===== config.mk =====
export PLATFORM = sky130hd
export DESIGN_NAME = tiered_actuator_move_sequencer
export DESIGN_NICKNAME = d
export VERILOG_FILES = /design/src/hdl/tams_pkg.sv /design/src/hdl/tams_front.sv /design/src/hdl/tams_queue.sv /design/src/hdl/tams_back.sv /design/src/hdl/tiered_actuator_move_sequencer.sv
export SDC_FILE = /design/constraint.sdc
export NUM_CORES = 1
export LEC_CHECK = 0
export ABC_AREA = 1
export ABC_CLOCK_PERIOD_IN_PS = 5600
export BUFFER_PORTS_ARGS = -buffer_cell sky130_fd_sc_hd__buf_4
export CAP_MARGIN = 0
export CELL_PAD_IN_SITES_DETAIL_PLACEMENT = 1
export CELL_PAD_IN_SITES_GLOBAL_PLACEMENT = 2
export CORE_AREA = 2 2 159 161
export CTS_BUF_LIST = sky130_fd_sc_hd__clkbuf_8
export CTS_CLUSTER_SIZE = 30
export DETAILED_ROUTE_END_ITERATION = 8
export DIE_AREA = 0 0 161 163
export GPL_TIMING_DRIVEN = 0
export PLACE_DENSITY = 0.76
export SLEW_MARGIN = 40
export SYNTH_ARGS = -nofsm -noshare
export SYNTH_HDL_FRONTEND = slang
export SYNTH_HIERARCHICAL = 1
export SYNTH_SLANG_ARGS = --single-unit

===== constraint.sdc =====
create_clock -name clk_i -period 5.6 [get_ports clk_i]
set_input_delay 0.56 -clock clk_i [delete_from_list [all_inputs] [get_ports clk_i]]
set_output_delay 0.56 -clock clk_i [all_outputs]
set_load 0.02 [all_outputs]

===== src/hdl/tams_pkg.sv =====
// ----------------------------------------------------------------------------
// tams_pkg: shared types and constants of the tiered actuator move sequencer
// Command classes, move phases, register indexes and reset values.
// ----------------------------------------------------------------------------
package tams_pkg;

  // Fixed field widths
  localparam int unsigned CMD_W       = 3;
  localparam int unsigned MAX_TIER_W  = 4;
  localparam int unsigned TICKS_W     = 16;
  localparam int unsigned CFG_IDX_W   = 2;

  // Default parameter values
  localparam int unsigned TIER_BITS_DEF  = 4;
  localparam int unsigned COUNT_BITS_DEF = 20;
  localparam int unsigned QUEUE_DEPTH    = 2;

  // Configuration reset values
  localparam logic [MAX_TIER_W-1:0] MAX_TIER_RST   = '0;
  localparam logic [TICKS_W-1:0]    DROP_TICKS_RST = 16'd18750;
  localparam logic [TICKS_W-1:0]    TIER_TICKS_RST = 16'd50000;

  // Configuration register indexes
  typedef enum logic [CFG_IDX_W-1:0] {
    REG_MAX_TIER   = 2'd0,
    REG_DROP_TICKS = 2'd1,
    REG_TIER_TICKS = 2'd2
  } reg_idx_e;

  // Command classes as seen by the back end
  typedef enum logic [2:0] {
    CMD_TICK = 3'd0,
    CMD_DROP = 3'd1,
    CMD_LIFT = 3'd2,
    CMD_MOVE = 3'd3,
    CMD_STOP = 3'd4,
    CMD_BAD  = 3'd5
  } cmd_e;

  // Move phases
  typedef enum logic [1:0] {
    PH_IDLE    = 2'd0,
    PH_SINGLE  = 2'd1,
    PH_PRELIFT = 2'd2,
    PH_TIER    = 2'd3
  } phase_e;

  // Classify a raw command code
  function automatic cmd_e decode_cmd(input logic [CMD_W-1:0] code);
    cmd_e kind;
    unique case (code)
      3'd0:    kind = CMD_TICK;
      3'd1:    kind = CMD_DROP;
      3'd2:    kind = CMD_LIFT;
      3'd3:    kind = CMD_MOVE;
      3'd4:    kind = CMD_STOP;
      default: kind = CMD_BAD;
    endcase
    return kind;
  endfunction

endpackage


===== src/hdl/tams_front.sv =====
// ----------------------------------------------------------------------------
// tams_front: command intake
// Accepts input items, classifies the command code and holds the classified
// item in a register until the queue takes it.
// ----------------------------------------------------------------------------
module tams_front #(
  parameter int unsigned TIER_BITS = tams_pkg::TIER_BITS_DEF
) (
  input  logic                         clk_i,
  input  logic                         rst_ni,
  input  logic                         in_valid_i,
  output logic                         in_ready_o,
  input  logic [tams_pkg::CMD_W-1:0]   command_i,
  input  logic [TIER_BITS-1:0]         target_tier_i,
  output logic                         push_valid_o,
  input  logic                         push_ready_i,
  output tams_pkg::cmd_e               push_kind_o,
  output logic [TIER_BITS-1:0]         push_target_o
);
  import tams_pkg::*;

  logic                 vld_q;
  cmd_e                 kind_q;
  logic [TIER_BITS-1:0] tgt_q;

  // Take a new item when the stage is empty or drains this cycle
  assign in_ready_o = !vld_q || push_ready_i;

  // Hold valid until the queue takes the item
  always_ff @(posedge clk_i or negedge rst_ni) begin
    if (!rst_ni) begin
      vld_q <= 1'b0;
    end else if (in_ready_o) begin
      vld_q <= in_valid_i;
    end
  end

  // Capture the classified item
  always_ff @(posedge clk_i) begin
    if (in_valid_i && in_ready_o) begin
      kind_q <= decode_cmd(command_i);
      tgt_q  <= target_tier_i;
    end
  end

  assign push_valid_o  = vld_q;
  assign push_kind_o   = kind_q;
  assign push_target_o = tgt_q;

endmodule


===== src/hdl/tams_queue.sv =====
// ----------------------------------------------------------------------------
// tams_queue: short item queue
// First-in first-out buffer between the intake and the move engine.
// ----------------------------------------------------------------------------
module tams_queue #(
  parameter int unsigned Width = 8,
  parameter int unsigned Depth = tams_pkg::QUEUE_DEPTH
) (
  input  logic             clk_i,
  input  logic             rst_ni,
  input  logic             wr_valid_i,
  output logic             wr_ready_o,
  input  logic [Width-1:0] wr_data_i,
  output logic             rd_valid_o,
  input  logic             rd_ready_i,
  output logic [Width-1:0] rd_data_o
);
  localparam int unsigned PtrW = (Depth > 1) ? $clog2(Depth) : 1;
  localparam int unsigned CntW = $clog2(Depth + 1);
  localparam logic [PtrW-1:0] LastPtr = PtrW'(Depth - 1);

  logic [Width-1:0] mem_q [Depth];
  logic [PtrW-1:0]  wr_ptr_q, rd_ptr_q;
  logic [CntW-1:0]  cnt_q;
  logic             do_wr, do_rd;

  assign wr_ready_o = (cnt_q != CntW'(Depth));
  assign rd_valid_o = (cnt_q != '0);
  assign rd_data_o  = mem_q[rd_ptr_q];
  assign do_wr      = wr_valid_i && wr_ready_o;
  assign do_rd      = rd_valid_o && rd_ready_i;

  // Advance pointers and fill count
  always_ff @(posedge clk_i or negedge rst_ni) begin
    if (!rst_ni) begin
      wr_ptr_q <= '0;
      rd_ptr_q <= '0;
      cnt_q    <= '0;
    end else begin
      if (do_wr) begin
        wr_ptr_q <= (wr_ptr_q == LastPtr) ? '0 : wr_ptr_q + PtrW'(1);
      end
      if (do_rd) begin
        rd_ptr_q <= (rd_ptr_q == LastPtr) ? '0 : rd_ptr_q + PtrW'(1);
      end
      if (do_wr && !do_rd) begin
        cnt_q <= cnt_q + CntW'(1);
      end else if (do_rd && !do_wr) begin
        cnt_q <= cnt_q - CntW'(1);
      end
    end
  end

  // Store entries
  always_ff @(posedge clk_i) begin
    if (do_wr) begin
      mem_q[wr_ptr_q] <= wr_data_i;
    end
  end

endmodule


===== src/hdl/tams_back.sv =====
// ----------------------------------------------------------------------------
// tams_back: move engine
// Applies one queued command per cycle to the actuator state unless out_ready_i
// stalls, holds the configuration registers and registers each result item.
// ----------------------------------------------------------------------------
module tams_back #(
  parameter int unsigned TIER_BITS  = tams_pkg::TIER_BITS_DEF,
  parameter int unsigned COUNT_BITS = tams_pkg::COUNT_BITS_DEF
) (
  input  logic                            clk_i,
  input  logic                            rst_ni,
  input  logic                            cfg_we_i,
  input  logic [tams_pkg::CFG_IDX_W-1:0]  cfg_idx_i,
  input  logic [tams_pkg::TICKS_W-1:0]    cfg_data_i,
  input  logic                            item_valid_i,
  output logic                            item_ready_o,
  input  tams_pkg::cmd_e                  item_kind_i,
  input  logic [TIER_BITS-1:0]            item_target_i,
  output logic                            out_valid_o,
  input  logic                            out_ready_i,
  output logic                            motor_on_o,
  output logic                            extending_o,
  output logic                            busy_res_o,
  output logic [TIER_BITS-1:0]            current_tier_o,
  output logic                            is_dropped_o,
  output logic                            rejected_o
);
  import tams_pkg::*;

  localparam int unsigned PW    = TICKS_W + TIER_BITS;
  localparam int unsigned WideW = (PW > COUNT_BITS) ? PW : COUNT_BITS;
  localparam int unsigned ExtW  = (TIER_BITS > MAX_TIER_W) ? TIER_BITS : MAX_TIER_W;

  // Configuration registers
  logic [MAX_TIER_W-1:0] max_tier_q;
  logic [TICKS_W-1:0]    drop_ticks_q, tier_ticks_q;

  // Actuator state
  phase_e                phase_q, phase_d;
  logic [TIER_BITS-1:0]  tier_q, tier_d;
  logic [TIER_BITS-1:0]  pend_q, pend_d;
  logic                  dropped_q, dropped_d;
  logic                  drv_on_q, drv_on_d;
  logic                  drv_up_q, drv_up_d;
  logic [COUNT_BITS-1:0] ticks_q, ticks_d;
  logic                  rej;

  // Result register
  logic                 out_vld_q;
  logic                 res_on_q, res_up_q, res_busy_q, res_drop_q, res_rej_q;
  logic [TIER_BITS-1:0] res_tier_q;

  // Tier travel setup (one shared multiplier)
  logic [TIER_BITS-1:0]  trav_tgt, trav_diff;
  logic                  trav_up;
  logic [PW-1:0]         trav_prod;
  logic [WideW-1:0]      trav_wide;
  logic [COUNT_BITS-1:0] trav_ticks;
  logic [ExtW-1:0]       max_ext, tgt_ext;
  logic                  busy, step;

  assign item_ready_o = !out_vld_q || out_ready_i;
  assign step         = item_valid_i && item_ready_o;
  assign busy         = (phase_q != PH_IDLE);

  assign trav_tgt   = (item_kind_i == CMD_MOVE) ? item_target_i : pend_q;
  assign trav_up    = (trav_tgt >= tier_q);
  assign trav_diff  = trav_up ? (trav_tgt - tier_q) : (tier_q - trav_tgt);
  assign trav_prod  = PW'(tier_ticks_q) * PW'(trav_diff);
  assign trav_wide  = WideW'(trav_prod);
  assign trav_ticks = (trav_wide > WideW'({COUNT_BITS{1'b1}})) ?
                      {COUNT_BITS{1'b1}} : COUNT_BITS'(trav_wide);

  assign max_ext = ExtW'(max_tier_q) & ExtW'({TIER_BITS{1'b1}});
  assign tgt_ext = ExtW'(item_target_i);

  // Write configuration
  always_ff @(posedge clk_i or negedge rst_ni) begin
    if (!rst_ni) begin
      max_tier_q   <= MAX_TIER_RST;
      drop_ticks_q <= DROP_TICKS_RST;
      tier_ticks_q <= TIER_TICKS_RST;
    end else if (cfg_we_i) begin
      unique case (cfg_idx_i)
        REG_MAX_TIER:   max_tier_q   <= cfg_data_i[MAX_TIER_W-1:0];
        REG_DROP_TICKS: drop_ticks_q <= cfg_data_i;
        REG_TIER_TICKS: tier_ticks_q <= cfg_data_i;
        default: ;
      endcase
    end
  end

  // Update actuator state
  always_ff @(posedge clk_i or negedge rst_ni) begin
    if (!rst_ni) begin
      phase_q   <= PH_IDLE;
      tier_q    <= '0;
      pend_q    <= '0;
      dropped_q <= 1'b1;
      drv_on_q  <= 1'b0;
      drv_up_q  <= 1'b0;
      ticks_q   <= '0;
    end else if (step) begin
      phase_q   <= phase_d;
      tier_q    <= tier_d;
      pend_q    <= pend_d;
      dropped_q <= dropped_d;
      drv_on_q  <= drv_on_d;
      drv_up_q  <= drv_up_d;
      ticks_q   <= ticks_d;
    end
  end

  // Next phase and drive for the item at the queue head
  always_comb begin
    phase_d   = phase_q;
    tier_d    = tier_q;
    pend_d    = pend_q;
    dropped_d = dropped_q;
    drv_on_d  = drv_on_q;
    drv_up_d  = drv_up_q;
    ticks_d   = ticks_q;
    rej       = 1'b0;
    unique case (item_kind_i)
      CMD_TICK: begin
        if (busy) begin
          if (ticks_q <= COUNT_BITS'(1)) begin
            unique case (phase_q)
              PH_SINGLE: begin
                dropped_d = !drv_up_q;
                phase_d   = PH_IDLE;
                drv_on_d  = 1'b0;
                drv_up_d  = 1'b0;
                ticks_d   = '0;
              end
              PH_PRELIFT: begin
                dropped_d = 1'b0;
                phase_d   = PH_TIER;
                drv_on_d  = 1'b1;
                drv_up_d  = trav_up;
                ticks_d   = trav_ticks;
              end
              default: begin
                tier_d   = pend_q;
                phase_d  = PH_IDLE;
                drv_on_d = 1'b0;
                drv_up_d = 1'b0;
                ticks_d  = '0;
              end
            endcase
          end else begin
            ticks_d = ticks_q - COUNT_BITS'(1);
          end
        end
      end
      CMD_STOP: begin
        phase_d  = PH_IDLE;
        drv_on_d = 1'b0;
        drv_up_d = 1'b0;
        ticks_d  = '0;
      end
      CMD_DROP: begin
        if (busy || dropped_q) begin
          rej = 1'b1;
        end else begin
          phase_d  = PH_SINGLE;
          drv_on_d = 1'b1;
          drv_up_d = 1'b0;
          ticks_d  = COUNT_BITS'(drop_ticks_q);
        end
      end
      CMD_LIFT: begin
        if (busy || !dropped_q) begin
          rej = 1'b1;
        end else begin
          phase_d  = PH_SINGLE;
          drv_on_d = 1'b1;
          drv_up_d = 1'b1;
          ticks_d  = COUNT_BITS'(drop_ticks_q);
        end
      end
      CMD_MOVE: begin
        if (busy || (item_target_i == tier_q) || (tgt_ext > max_ext)) begin
          rej = 1'b1;
        end else begin
          pend_d   = item_target_i;
          drv_on_d = 1'b1;
          if (dropped_q) begin
            phase_d  = PH_PRELIFT;
            drv_up_d = 1'b1;
            ticks_d  = COUNT_BITS'(drop_ticks_q);
          end else begin
            phase_d  = PH_TIER;
            drv_up_d = trav_up;
            ticks_d  = trav_ticks;
          end
        end
      end
      default: begin
        rej = 1'b1;
      end
    endcase
  end

  // Hold the result until it is taken
  always_ff @(posedge clk_i or negedge rst_ni) begin
    if (!rst_ni) begin
      out_vld_q <= 1'b0;
    end else if (item_ready_o) begin
      out_vld_q <= item_valid_i;
    end
  end

  // Capture result fields from the post-step state
  always_ff @(posedge clk_i) begin
    if (step) begin
      res_on_q   <= drv_on_d;
      res_up_q   <= drv_up_d;
      res_busy_q <= (phase_d != PH_IDLE);
      res_tier_q <= tier_d;
      res_drop_q <= dropped_d;
      res_rej_q  <= rej;
    end
  end

  assign out_valid_o    = out_vld_q;
  assign motor_on_o     = res_on_q;
  assign extending_o    = res_up_q;
  assign busy_res_o     = res_busy_q;
  assign current_tier_o = res_tier_q;
  assign is_dropped_o   = res_drop_q;
  assign rejected_o     = res_rej_q;

endmodule


===== src/hdl/tiered_actuator_move_sequencer.sv =====
// Path: an accepted input item is held in the intake register, then in a queue entry,
// and its result is then held in the result register until it is taken.
// Throughput: one item per cycle unless out_ready_i stalls; the move engine applies
// one command per cycle and the single shared tier-travel multiplier sits in that cycle.
// Reset: asynchronous, active low; idle, tier 0, dropped, drive off, default
// configuration (max tier 0, drop 18750 ticks, 50000 ticks per tier).
// ----------------------------------------------------------------------------
// tiered_actuator_move_sequencer: top level
// Intake stage, short queue and move engine for a tiered linear actuator.
// ----------------------------------------------------------------------------
module tiered_actuator_move_sequencer #(
  parameter int unsigned TIER_BITS  = tams_pkg::TIER_BITS_DEF,
  parameter int unsigned COUNT_BITS = tams_pkg::COUNT_BITS_DEF
) (
  input  logic                           clk_i,
  input  logic                           rst_ni,
  input  logic                           cfg_we_i,
  input  logic [tams_pkg::CFG_IDX_W-1:0] cfg_idx_i,
  input  logic [tams_pkg::TICKS_W-1:0]   cfg_data_i,
  input  logic                           in_valid_i,
  output logic                           in_ready_o,
  input  logic [tams_pkg::CMD_W-1:0]     command_i,
  input  logic [TIER_BITS-1:0]           target_tier_i,
  output logic                           out_valid_o,
  input  logic                           out_ready_i,
  output logic                           motor_on_o,
  output logic                           extending_o,
  output logic                           busy_res_o,
  output logic [TIER_BITS-1:0]           current_tier_o,
  output logic                           is_dropped_o,
  output logic                           rejected_o
);
  import tams_pkg::*;

  localparam int unsigned QW = $bits(cmd_e) + TIER_BITS;

  logic                 push_valid, push_ready;
  cmd_e                 push_kind;
  logic [TIER_BITS-1:0] push_target;
  logic                 head_valid, head_ready;
  logic [QW-1:0]        head_data;

  tams_front #(
    .TIER_BITS (TIER_BITS)
  ) u_front (
    .clk_i         (clk_i),
    .rst_ni        (rst_ni),
    .in_valid_i    (in_valid_i),
    .in_ready_o    (in_ready_o),
    .command_i     (command_i),
    .target_tier_i (target_tier_i),
    .push_valid_o  (push_valid),
    .push_ready_i  (push_ready),
    .push_kind_o   (push_kind),
    .push_target_o (push_target)
  );

  tams_queue #(
    .Width (QW),
    .Depth (QUEUE_DEPTH)
  ) u_queue (
    .clk_i      (clk_i),
    .rst_ni     (rst_ni),
    .wr_valid_i (push_valid),
    .wr_ready_o (push_ready),
    .wr_data_i  ({push_kind, push_target}),
    .rd_valid_o (head_valid),
    .rd_ready_i (head_ready),
    .rd_data_o  (head_data)
  );

  tams_back #(
    .TIER_BITS  (TIER_BITS),
    .COUNT_BITS (COUNT_BITS)
  ) u_back (
    .clk_i          (clk_i),
    .rst_ni         (rst_ni),
    .cfg_we_i       (cfg_we_i),
    .cfg_idx_i      (cfg_idx_i),
    .cfg_data_i     (cfg_data_i),
    .item_valid_i   (head_valid),
    .item_ready_o   (head_ready),
    .item_kind_i    (cmd_e'(head_data[QW-1:TIER_BITS])),
    .item_target_i  (head_data[TIER_BITS-1:0]),
    .out_valid_o    (out_valid_o),
    .out_ready_i    (out_ready_i),
    .motor_on_o     (motor_on_o),
    .extending_o    (extending_o),
    .busy_res_o     (busy_res_o),
    .current_tier_o (current_tier_o),
    .is_dropped_o   (is_dropped_o),
    .rejected_o     (rejected_o)
  );

endmodule

Word-level counts from Yosys, hierarchy flattened --
Memory sizes are Yosys's and may differ from the RTL's. Cells that the tools add are included.
Word-level totals: flip-flop bits (word level) 91, bits in latches 0, bits in writable memories 14, memory bits (read-only) 0, input bits 30, output and inout port bits 11, logic and storage cells 140, memories kept 1
Memory list:
- u_queue.mem_q | depth 2, bits a word 7, read ports 1, clocked after memory_dff 0, wr ports 1, line tams_queue.sv:22 | logic [Width-1:0] mem_q [Depth];
Cells by class: add/sub/neg operators 7, $mul 1, div/mod/pow operators 0, $lt $le $gt $ge 4, equal/unequal tests 18, shift-type cells 0, multiplexer cells 53, bitwise gates (word level) 1, reduce and logical (&&, ||, !) cells 32
Operator list (count):
- $mux W20 | 8
- $pmux W20 S5 | 1
- $mux W1 | 24
- $mux W4 | 6
- $gt A20 B20 Y1 const B | 1
- $le A20 B1 Y1 const B | 1
- $mul A16 B4 Y20 | 1
- $sub A20 B1 Y20 const B | 1
- $mux W2 | 8
- $pmux W3 S5 | 1
- $eq A3 B2 Y1 const B | 4
- $pmux W1 S5 | 2
- $pmux W2 S5 | 1
- $ne A2 B2 Y1 const B | 4
- $reduce_bool A2 Y1 | 4
- $sub A4 B4 Y4 | 2
- $eq A3 B1 Y1 const B | 2
- $eq A3 B3 Y1 const B | 2
- $logic_not A1 Y1 | 6
- $logic_not A3 Y1 | 2
- $logic_or A1 B1 Y1 | 6
- $reduce_and A2 Y1 | 3
- $reduce_and A6 Y1 | 1
- $logic_and A1 B1 Y1 | 5
- 16 further kinds | 20

Depth between registers and ports, before layout --
Gate-level depths: netlist of the first run. An unclocked memory read counts as a cell.
depth in word-level cells 12, gate-level depth with buffers 42, mapped depth without buffers 39

Modules after synthesis --
The synthesis of the first run kept the hierarchy.
By module, submodules not included:
- tams_back | instances 1, cells each 1026, area each 7189.4 um^2, seq. area each 2040.7 um^2
- tams_queue | instances 1, cells each 65, area each 749.5 um^2, seq. area each 520.5 um^2
- tams_front | instances 1, cells each 19, area each 277.8 um^2, seq. area each 235.2 um^2

Worst setup path after synthesis of the first run --
OpenSTA, ideal clock, no wires.
kind reg2reg, from register u_queue.rd_ptr_q, to register u_back.ticks_q[11], library setup time 0.116 ns, data arrival time 5.540 ns, required time 5.484 ns, path slack -0.056 ns, stages on the path, launching flop included 38, buffers on the path 3, clock period less this slack 5.656 ns, cells stage by stage dfrtp_1 -> buf_2 -> inv_2 -> nand2_1 -> nand2_1 -> inv_2 -> nor2_2 -> nand2_1 -> buf_2 -> o21ai_0 -> inv_1 -> ha_1 -> fa_1 -> inv_1 -> nand2_1 -> nand3_1 -> nand2_2 -> nand2_4 -> [2 not listed] -> buf_6 -> nor2_1 -> fa_1 -> inv_1 -> fa_1 -> inv_1 -> ha_1 -> nand2_1 -> inv_1 -> nand2_1 -> nand2_1 -> nand2_1 -> nand3_1 -> or2_2 -> nand3_1 -> nand3_1 -> nand2_1 -> nand2_1
Between the ends: longest elaborated chain between the ends 12, elaborated cells between the ends (all ways) 30, classes of those cells add/sub (2); mul (1); order compare (3); eq/ne (9); mux (9); reduce/logical (5); memory (1)
RTL lines:
- start: declaration | line tams_queue.sv:23 | logic [PtrW-1:0] wr_ptr_q, rd_ptr_q;
- start signal: assignment | line tams_queue.sv:44 | rd_ptr_q <= (rd_ptr_q == LastPtr) ? '0 : rd_ptr_q + PtrW'(1);
- $mem_v2 Z2 W7 (*)
- named net head_data[5] | line tiered_actuator_move_sequencer.sv:41 | logic [QW-1:0] head_data;
- $eq A3 B2 Y1 | line tams_back.sv:66, tams_back.sv:124
- $mux W4 | line tams_back.sv:66 | assign trav_tgt = (item_kind_i == CMD_MOVE) ? item_target_i : pend_q;
- $sub A4 B4 Y4 or $ge A4 B4 Y1 (tied branches) | line tams_back.sv:68, tams_back.sv:67
- $mux W4 | line tams_back.sv:68 | assign trav_diff = trav_up ? (trav_tgt - tier_q) : (tier_q - trav_tgt);
- $mul A16 B4 Y20 | line tams_back.sv:69 | assign trav_prod = PW'(tier_ticks_q) * PW'(trav_diff);
- $gt A20 B20 Y1 | line tams_back.sv:71 | assign trav_ticks = (trav_wide > WideW'({COUNT_BITS{1'b1}})) ?
- $mux W20 | line tams_back.sv:71
- $mux W20 | line tams_back.sv:128 | unique case (phase_q)
- $mux W20 | line tams_back.sv:127 | if (ticks_q <= COUNT_BITS'(1)) begin
- $mux W20 | line tams_back.sv:126 | if (busy) begin
- $pmux W20 S5 | line tams_back.sv:124 | unique case (item_kind_i)
- end signal: assignment | line tams_back.sv:110 | ticks_q <= ticks_d;
- end: declaration | line tams_back.sv:45 | logic [COUNT_BITS-1:0] ticks_q, ticks_d;
Mark *: on every way through the listed nets, which the timed path passes. The rest lies on a longest branch. The select of a mux whose other input is x is not followed. A chain may end at the register's enable or synchronous reset.

Worst setup path in the final report of the first run --
from register u_queue.rd_ptr_q, to register u_back.ticks_q[16]
The elaborated chain is that of the path after synthesis.

==> summary.txt, run 1 <==
Worst setup path
  • CP startpoint kind: register
  • Worst path most repeated cell: nand2_4
  • Critical Path RT: 5920 ps
  • Reg2Reg Setup Slack: 30 ps
  • Slowest cell on the critical path: fa_1
  • CP arrival: 5900 ps
  • Crit end category: register
  • CP delay by family, top: adder cells
  • CP Class: reg2reg
  • CP Buf/Inv Count: 10
  • Max Fanout on Critical Path: 6
  • Max incr delay on CP: 540 ps

Die
  • Core ar.: between 20000 and 25000 µm²
  • Standard-cell rows: 58
  • Die area: 26200 µm²
  • Die height: 163 µm
  • Initial Utilization: 0.333
  • Io pins: 41
  • DIE WIDTH: approximately 160 µm

Clock network
  • Htree depth: 3
  • CTS buffer count: 9
  • Clock buffer depth: 2
  • Root buffer cell: clkbuf_8
  • CTS tree: built
  • Clk slew on worst S/H paths: between 100 and 150 ps
  • CTS hold repair buffers: 0
  • Skew-Pair Late Insertion Delay: 410 ps
  • Clock net sink count: 105

Global routing
  • Initial antenna violation count: 0
  • GRT Total Usage: 0.187
  • Largest net degree at the start of global routing: 76
  • Vias in the first global route: between 7000 and 8000
  • Gr ovfl total: 0
  • First-pass GRT wire length: roughly 39000 µm

Placement
  • IO buf count: 40
  • Placed insts: approximately 1500
  • Cell Area, Placed: 8930 µm²
  • RD Place Congestion: about 0.77
  • Dpl hpwl: 18400 µm

Yosys
  • Most used DFF post-synth: dfrtp_1
  • Post-synth EDFFs: 30
  • Async SR Flop Fraction: 0.714
  • Top area cells in the synthesized netlist: dfrtp_1 (18%), nand2_1 (15%), edfxtp_1 (11%), inv_1 (7.4%), fa_1 (7.3%)
  • Avg Inst Size Synth: 7.40 µm²
  • Synth Cell Area: ~8200 µm²
  • Top-count cell post-synth: nand2_1
  • Synthesized Nets: 1212
  • Top post-synthesis cells by count: nand2_1 (334), inv_1 (161), nor2_1 (91)
  • Largest area contributor in the netlist: dfrtp_1
  • Synth unique cells: between 40 and 50
  • Gate Count Post-Synth: 1110
  • Yosys top cell area share: 0.183
  • Post-synthesis sequential area ratio: 0.340
  • Yosys warnings: 6
  • Synthesis-stage register bit count: 105

Route
  • Drt first pass iters: 5
  • DR iter-0 viols: 240
  • Via count: 7254
  • Post-route DRC violation count: 0
  • Via-per-instance ratio: 4.70
  • Routed Antenna Nets: 0
  • Wirelength per Cell: between 15 and 20 µm
  • Final wirelength: between 20000 and 25000 µm

Timing
  • Max-slew headroom: 0.505
  • Hold Fails Final Rpt: 0
  • TNS Setup: 0 ps
  • Final period util: 0.995
  • Clock skew: 27.5 ps
  • Unrepaired setup endpoints after global routing: true
  • Min Tclk post-route: 5570 ps
  • Fmax: approximately 180 MHz
  • Final setup viols: 0
  • Fin. max-slew vios: 0
  • Tightest Pin Transition: 742 ps

Final layout
  • P&R area growth vs syn: 24.9%
  • Layout Cells excl Fill: 1544
  • Fill cells: 3061
  • Multi-input logic area: 5340 µm²
  • Final instance area: 10300 µm²
  • Share of layout cells above drive strength 1: 0.279
  • Storage element area: about 2800 µm²
  • ANT cells: 0
  • Nets: 1311

Worst hold path
  • Worst Hold Class: in2async

Flow run
  • Max-Cap Viols: 0

Outcome
  • Status: completed
[area by class of cell]
type	count	area share
Multi-Input combinational cell	809	0.521
Sequential cell	105	0.273
Timing Repair Buffer	89	0.0687
Inverter	177	0.0660
Tap cell	330	0.0402
Clock buffer	9	0.0121
Buffer	18	0.0110
Clock inverter	7	0.00890
[cells in the final DEF (no fill, tap or decap), types with 13 or more instances in the layout]
| cell | netlist | layout |
|---|---|---|
| o21ai_1 | 20 | 23 |
| ha_4 | 0 | 13 |
| o21ai_0 | 60 | 55 |
| inv_1 | 161 | 143 |
| fa_1 | 30 | 28 |
| nand2_2 | 9 | 45 |
| dfrtp_1 | 60 | 59 |
| nand3_2 | 3 | 20 |
| a21oi_2 | 1 | 13 |
| buf_4 | 3 | 86 |
| nand3_1 | 72 | 53 |
| nand2_4 | 4 | 16 |
| inv_2 | 14 | 28 |
| dfstp_2 | 15 | 15 |
| nor2_1 | 91 | 77 |
| ha_1 | 42 | 28 |
| edfxtp_1 | 30 | 30 |
| nor2_2 | 20 | 29 |
| nand2_1 | 334 | 286 |
| a21oi_1 | 44 | 31 |
[flip-flops by register name, summed over array words and instances (netlist names), 2 cells and up]
| register | flops |
|---|---|
| u_back/ticks_q | 20 |
| u_back/drop_ticks_q | 16 |
| u_back/tier_ticks_q | 16 |
| u_queue/mem_q | 14 |
| u_back/current_tier_o | 4 |
| u_back/max_ext | 4 |
| u_back/pend_q | 4 |
| u_back/tier_q | 4 |
| u_front/push_target_o | 4 |
| u_front/push_kind_o | 3 |
| u_back/phase_q | 2 |
| u_queue/cnt_q | 2 |
[stage by stage]
stage	utilization	setup WS (ps)	hold WS (ps)
after CTS	0.391	-6.62	193
after floorplan	-	10.7	264
after global routing	0.416	-317	222
after global placement	0.362	-989	426
final	0.416	28.7	158
after detailed placement	0.362	-1040	437
[cells by family after synthesis]
kind of cell / synth area share
buffers and inverters: 0.0953
DFF: 0.340
muxes: 0.00122
AOI/OAI and AO/OA: 0.0911
xor gates and xnor gates: 0.0251
and+or+nand+nor: 0.310
adders and majority gates: 0.137
[routing by layer]
| layer | vias up | GRT usage | wire (µm) |
|---|---|---|---|
| li1 | 3689 | - | - |
| met1 | 3485 | 0.269 | 12100 |
| met2 | 65 | 0.306 | 11400 |
| met3 | 15 | 0.0191 | 385 |
| met4 | 0 | 0.0373 | 285 |
| met5 | - | 0 | 0 |
[repair_timing]
action,in CTS,in global routing
pin swaps,21,74
hold endpoints to repair,0,0
gates cloned,0,2
endpoints found under the setup margin,17,16
gates resized for setup,72,116
setup buffers,19,29
[final timing paths]
path	cells past startpoint	to	startpoint
max reg2reg	36	u_back/ticks_q[16]	u_queue/rd_ptr_q
min reg2reg	0	u_queue/mem_q[1][1]	u_front/push_target_o[1]
min in group clk_i	1	u_front/push_target_o[3]	target_tier_i[3]
min	1	u_front/push_valid_o	rst_ni
max	36	u_back/ticks_q[16]	u_queue/rd_ptr_q
max in group asynchronous	1	u_back/ticks_q[10]	rst_ni
Power of run 1 is not shown: default switching activity piles up to over one toggle a cycle in this logic, so the estimate is an artifact.
==> inputs of run 2 (changes only) <==
--- a/config.mk
+++ b/config.mk
@@ -5,17 +5,17 @@
 export SDC_FILE = /design/constraint.sdc
 export NUM_CORES = 1
 export LEC_CHECK = 0
-export ABC_AREA = 1
+export ABC_AREA = 0
 export ABC_CLOCK_PERIOD_IN_PS = 5600
 export BUFFER_PORTS_ARGS = -buffer_cell sky130_fd_sc_hd__buf_4
 export CAP_MARGIN = 0
 export CELL_PAD_IN_SITES_DETAIL_PLACEMENT = 1
 export CELL_PAD_IN_SITES_GLOBAL_PLACEMENT = 2
-export CORE_AREA = 2 2 159 161
+export CORE_AREA = 2 2 148 150
 export CTS_BUF_LIST = sky130_fd_sc_hd__clkbuf_8
 export CTS_CLUSTER_SIZE = 30
 export DETAILED_ROUTE_END_ITERATION = 8
-export DIE_AREA = 0 0 161 163
+export DIE_AREA = 0 0 150 152
 export GPL_TIMING_DRIVEN = 0
 export PLACE_DENSITY = 0.76
 export SLEW_MARGIN = 40
==> run 2 against run 1 <==
Net effect: design area down 5.2%; cell count fell by 24%; synthesized area down 3.7%; flip-flop and latch count unchanged; the run now ends with negative setup slack left; sequential share of layout area up 1.5 points; clock-buffer cell count unchanged.
==> summary.txt, run 2 <==
Outcome
  • Status: complete, but fails checks
  • Failing checks: negative setup slack

Timing
  • Final setup viols: 14 (+14)
  • Clock skew: 21.1 ps (-6.37 ps)
  • Final period util: 1.09 (+0.0910)
  • Min Tclk post-route: 6080 ps (+510 ps)
  • Hold Fails Final Rpt: 0 (unchanged)
  • Worst Slack Setup Final: -481 ps (-510 ps)
  • Max-slew headroom: 0.472 (-0.0331)
  • Unrepaired setup endpoints after global routing: true
  • Tightest Pin Transition: 789 ps (+46.8 ps)
  • Fin. max-slew vios: 0 (unchanged)
  • Fmax: 164 MHz (-8.4%)

Final layout
  • Fill cells: 2400 (-22%)
  • ANT cells: 0 (unchanged)
  • Layout Cells excl Fill: 1174 (-24%)
  • Largest registers: u_back/ticks_q: 20 flops, u_back/drop_ticks_q: 16 flops, u_back/tier_ticks_q: 16 flops
  • Nets: 991 (-24%)
  • Commonest non-fill, non-tap cell in the layout: buf_4
  • Max reg flops: 20 (unchanged)
  • Most frequent cells in the layout: buf_4 (66), inv_1 (60), dfrtp_1 (60), and2_1 (47), mux2_2 (47)
  • Final Core Density: 0.456 (+0.0399)
  • Share of layout cells above drive strength 1: 0.296 (+0.0172)
  • Largest Register: u_back/ticks_q
  • P&R area growth vs syn: 23.0%

Global routing
  • Gr ovfl total: 0 (unchanged)
  • GRT Total Usage: 0.212 (+0.0253)
  • Largest net degree at the start of global routing: 76 (unchanged)
  • Vias in the first global route: 6781 (-9.6%)
  • First-pass GRT wire length: 38000 µm (-3.0%)
  • Initial antenna violation count: 0 (unchanged)

Yosys
  • Most used DFF post-synth: dfrtp_1
  • Top-count cell post-synth: inv_1
  • Largest area contributor in the netlist: dfrtp_1
  • Yosys warnings: 6 (unchanged)
  • Synth Cell Area: 7910 µm² (-3.7%)
  • Synth unique cells: 80 (+70%)
  • Gate Count Post-Synth: 803 (-28%)
  • Yosys top cell area share: 0.190 (+0.00705)
  • Top post-synthesis cells by count: inv_1 (70), dfrtp_1 (60), and2_1 (51)
  • Synthesis-stage register bit count: 105 (unchanged)
  • Post-synth EDFFs: 30 (unchanged)
  • Async SR Flop Fraction: 0.714 (unchanged)
  • Post-synthesis sequential area ratio: 0.353 (+0.0131)
  • Synthesized Nets: 905 (-25%)
  • Avg Inst Size Synth: 9.85 µm² (+33%)
  • Top area cells in the synthesized netlist: dfrtp_1 (19%), edfxtp_1 (11%), fa_1 (7.6%), mux2_2 (7.1%), ha_1 (6.6%)

Die
  • Die area: 22800 µm² (-13%)
  • DIE WIDTH: 150 µm (-6.8%)
  • Standard-cell rows: 54 (-6.9%)
  • Initial Utilization: 0.371 (+0.0375)
  • Io pins: 41 (unchanged)
  • Die height: 152 µm (-6.7%)
  • Core ar.: 21400 µm² (-13%)

Clock network
  • Clock net sink count: 105 (unchanged)
  • CTS tree: built
  • Root buffer cell: clkbuf_8
  • CTS buffer count: 9 (unchanged)
  • Skew-Pair Late Insertion Delay: 410 ps (about the same)
  • Clock buffer depth: 2 (unchanged)
  • Clk slew on worst S/H paths: 120 ps (about the same)
  • CTS hold repair buffers: 0 (unchanged)
  • Htree depth: 3 (unchanged)

Worst setup path
  • CP startpoint kind: register
  • Reg2reg end: u_back/ticks_q[18]
  • Max Fanout on Critical Path: 5 (-1)
  • CP Class: reg2reg
  • Crit end category: register
  • FF-to-FF Start: u_queue/rd_ptr_q
  • Reg2Reg Setup Slack: -480 ps (-510 ps)
  • R2R cell count: 26 (-28%)
  • Critical Path RT: 5870 ps (-50 ps)
  • CP arrival: 6350 ps (+450 ps)

Route
  • Final wirelength: 23400 µm (-3.4%)
  • Via-per-instance ratio: 5.47 (+16%)
  • Via count: 6420 (-11%)
  • Routed Antenna Nets: 0 (unchanged)
  • Wirelength per Cell: 19.9 µm (+27%)
  • Drt first pass iters: 5 (unchanged)
  • DR iter-0 viols: 352 (+47%)
  • Post-route DRC violation count: 0 (unchanged)

Flow run
  • Max-Cap Viols: 0 (unchanged)

Placement
  • Placed insts: 1124 (-24%)
  • IO buf count: 40 (unchanged)
  • RD Place Congestion: 0.845 (+10%)
  • Dpl hpwl: 17500 µm (-5.1%)

Worst hold path
  • Worst Hold Class: in2async
## run 2: changes by cell type after synthesis, moves of 16 or more
cell / change
o21ai_1: -17
mux2_2: +50
clkbuf_1: +16
nand3_1: -62
nand2_1: -287
nor2_1: -47
nor2_2: -20
and2_1: +48
inv_1: -91
nand2b_1: +19
o21ai_0: -28
## run 2: timing repair
action / CTS / global route
gates resized for setup: 66 / 45
gates cloned: 0 / 0
pin swaps: 36 / 48
buffers inserted: 27 / 10
endpoints found under the setup margin: 17 / 17
## run 2: cell type report
cell class	count	area [µm²]	share of cell area
multi-input cells	598	5290	0.543
flip-flops and latches	105	2800	0.287
repair buffers	78	651	0.0669
well taps	280	350	0.0360
inverters	70	268	0.0275
plain buffers	27	168	0.0172
clock buffers	9	124	0.0127
clock inverters	7	88.8	0.00913
## run 2: metrics by stage
stage / cell area, µm² / TNS, ps / setup WS (ps) / hold WS (ps)
after global placement: 8680 / -15000 / -1360 / 431
after global routing: 9730 / -7910 / -678 / 219
after CTS: 9410 / -4790 / -608 / 196
after detailed placement: 8700 / -16620 / -1470 / 447
final: 9730 / -4650 / -481 / 175
after floorplan: 8030 / -360 / -106 / 264
## run 2: critical path, stage by stage (launching register included)
cell	delay, ps
dfrtp_1	390
buf_6	130
mux2_4	320
clkbuf_16	160
nand3_4	140
nand2_4	70
o21ai_4	70
inv_2	70
ha_4	160
fa_2	340
a21boi_4	150
o21ai_4	230
mux2i_2	320
xor2_2	250
clkbuf_8	190
nand2_4	40
fa_1	500
inv_2	50
fa_2	490
buf_6	140
fa_2	370
a21o_4	240
a221oi_4	340
o21bai_4	160
or4_4	450
nand3_4	80
o221ai_2	90
## run 2: worst max path at each step
stage / depth (start not counted) / start / end / slack (ps)
after floorplan: 26 / u_queue/rd_ptr_q / u_back/ticks_q[18] / -110
after global placement: 25 / u_queue/rd_ptr_q / u_back/ticks_q[13] / -1360
after detailed placement: 25 / u_queue/rd_ptr_q / u_back/ticks_q[13] / -1470
after CTS: 25 / u_queue/rd_ptr_q / u_back/ticks_q[19] / -610
after global routing: 25 / u_queue/rd_ptr_q / u_back/ticks_q[18] / -680
final: 26 / u_queue/rd_ptr_q / u_back/ticks_q[18] / -480
## run 2: logic make-up after synthesis
family                   synth area share
AO/OA/AOI/OAI                       0.148
multiplexers                       0.0775
AND/OR/NAND/NOR                     0.190
flip-flops                          0.353
XOR/XNOR                           0.0399
adder cells (fa/ha/maj)             0.142
buffers and inverters              0.0489
## run 2: per-layer routing
layer / share of wire / GRT usage / vias up
li1: - / - / 3021
met1: 0.49 / 0.307 / 3252
met2: 0.47 / 0.333 / 119
met3: 0.031 / 0.0318 / 28
met4: 0.018 / 0.0521 / 0
met5: 0 / 0 / -
Power of run 2 is left out for the same reason.
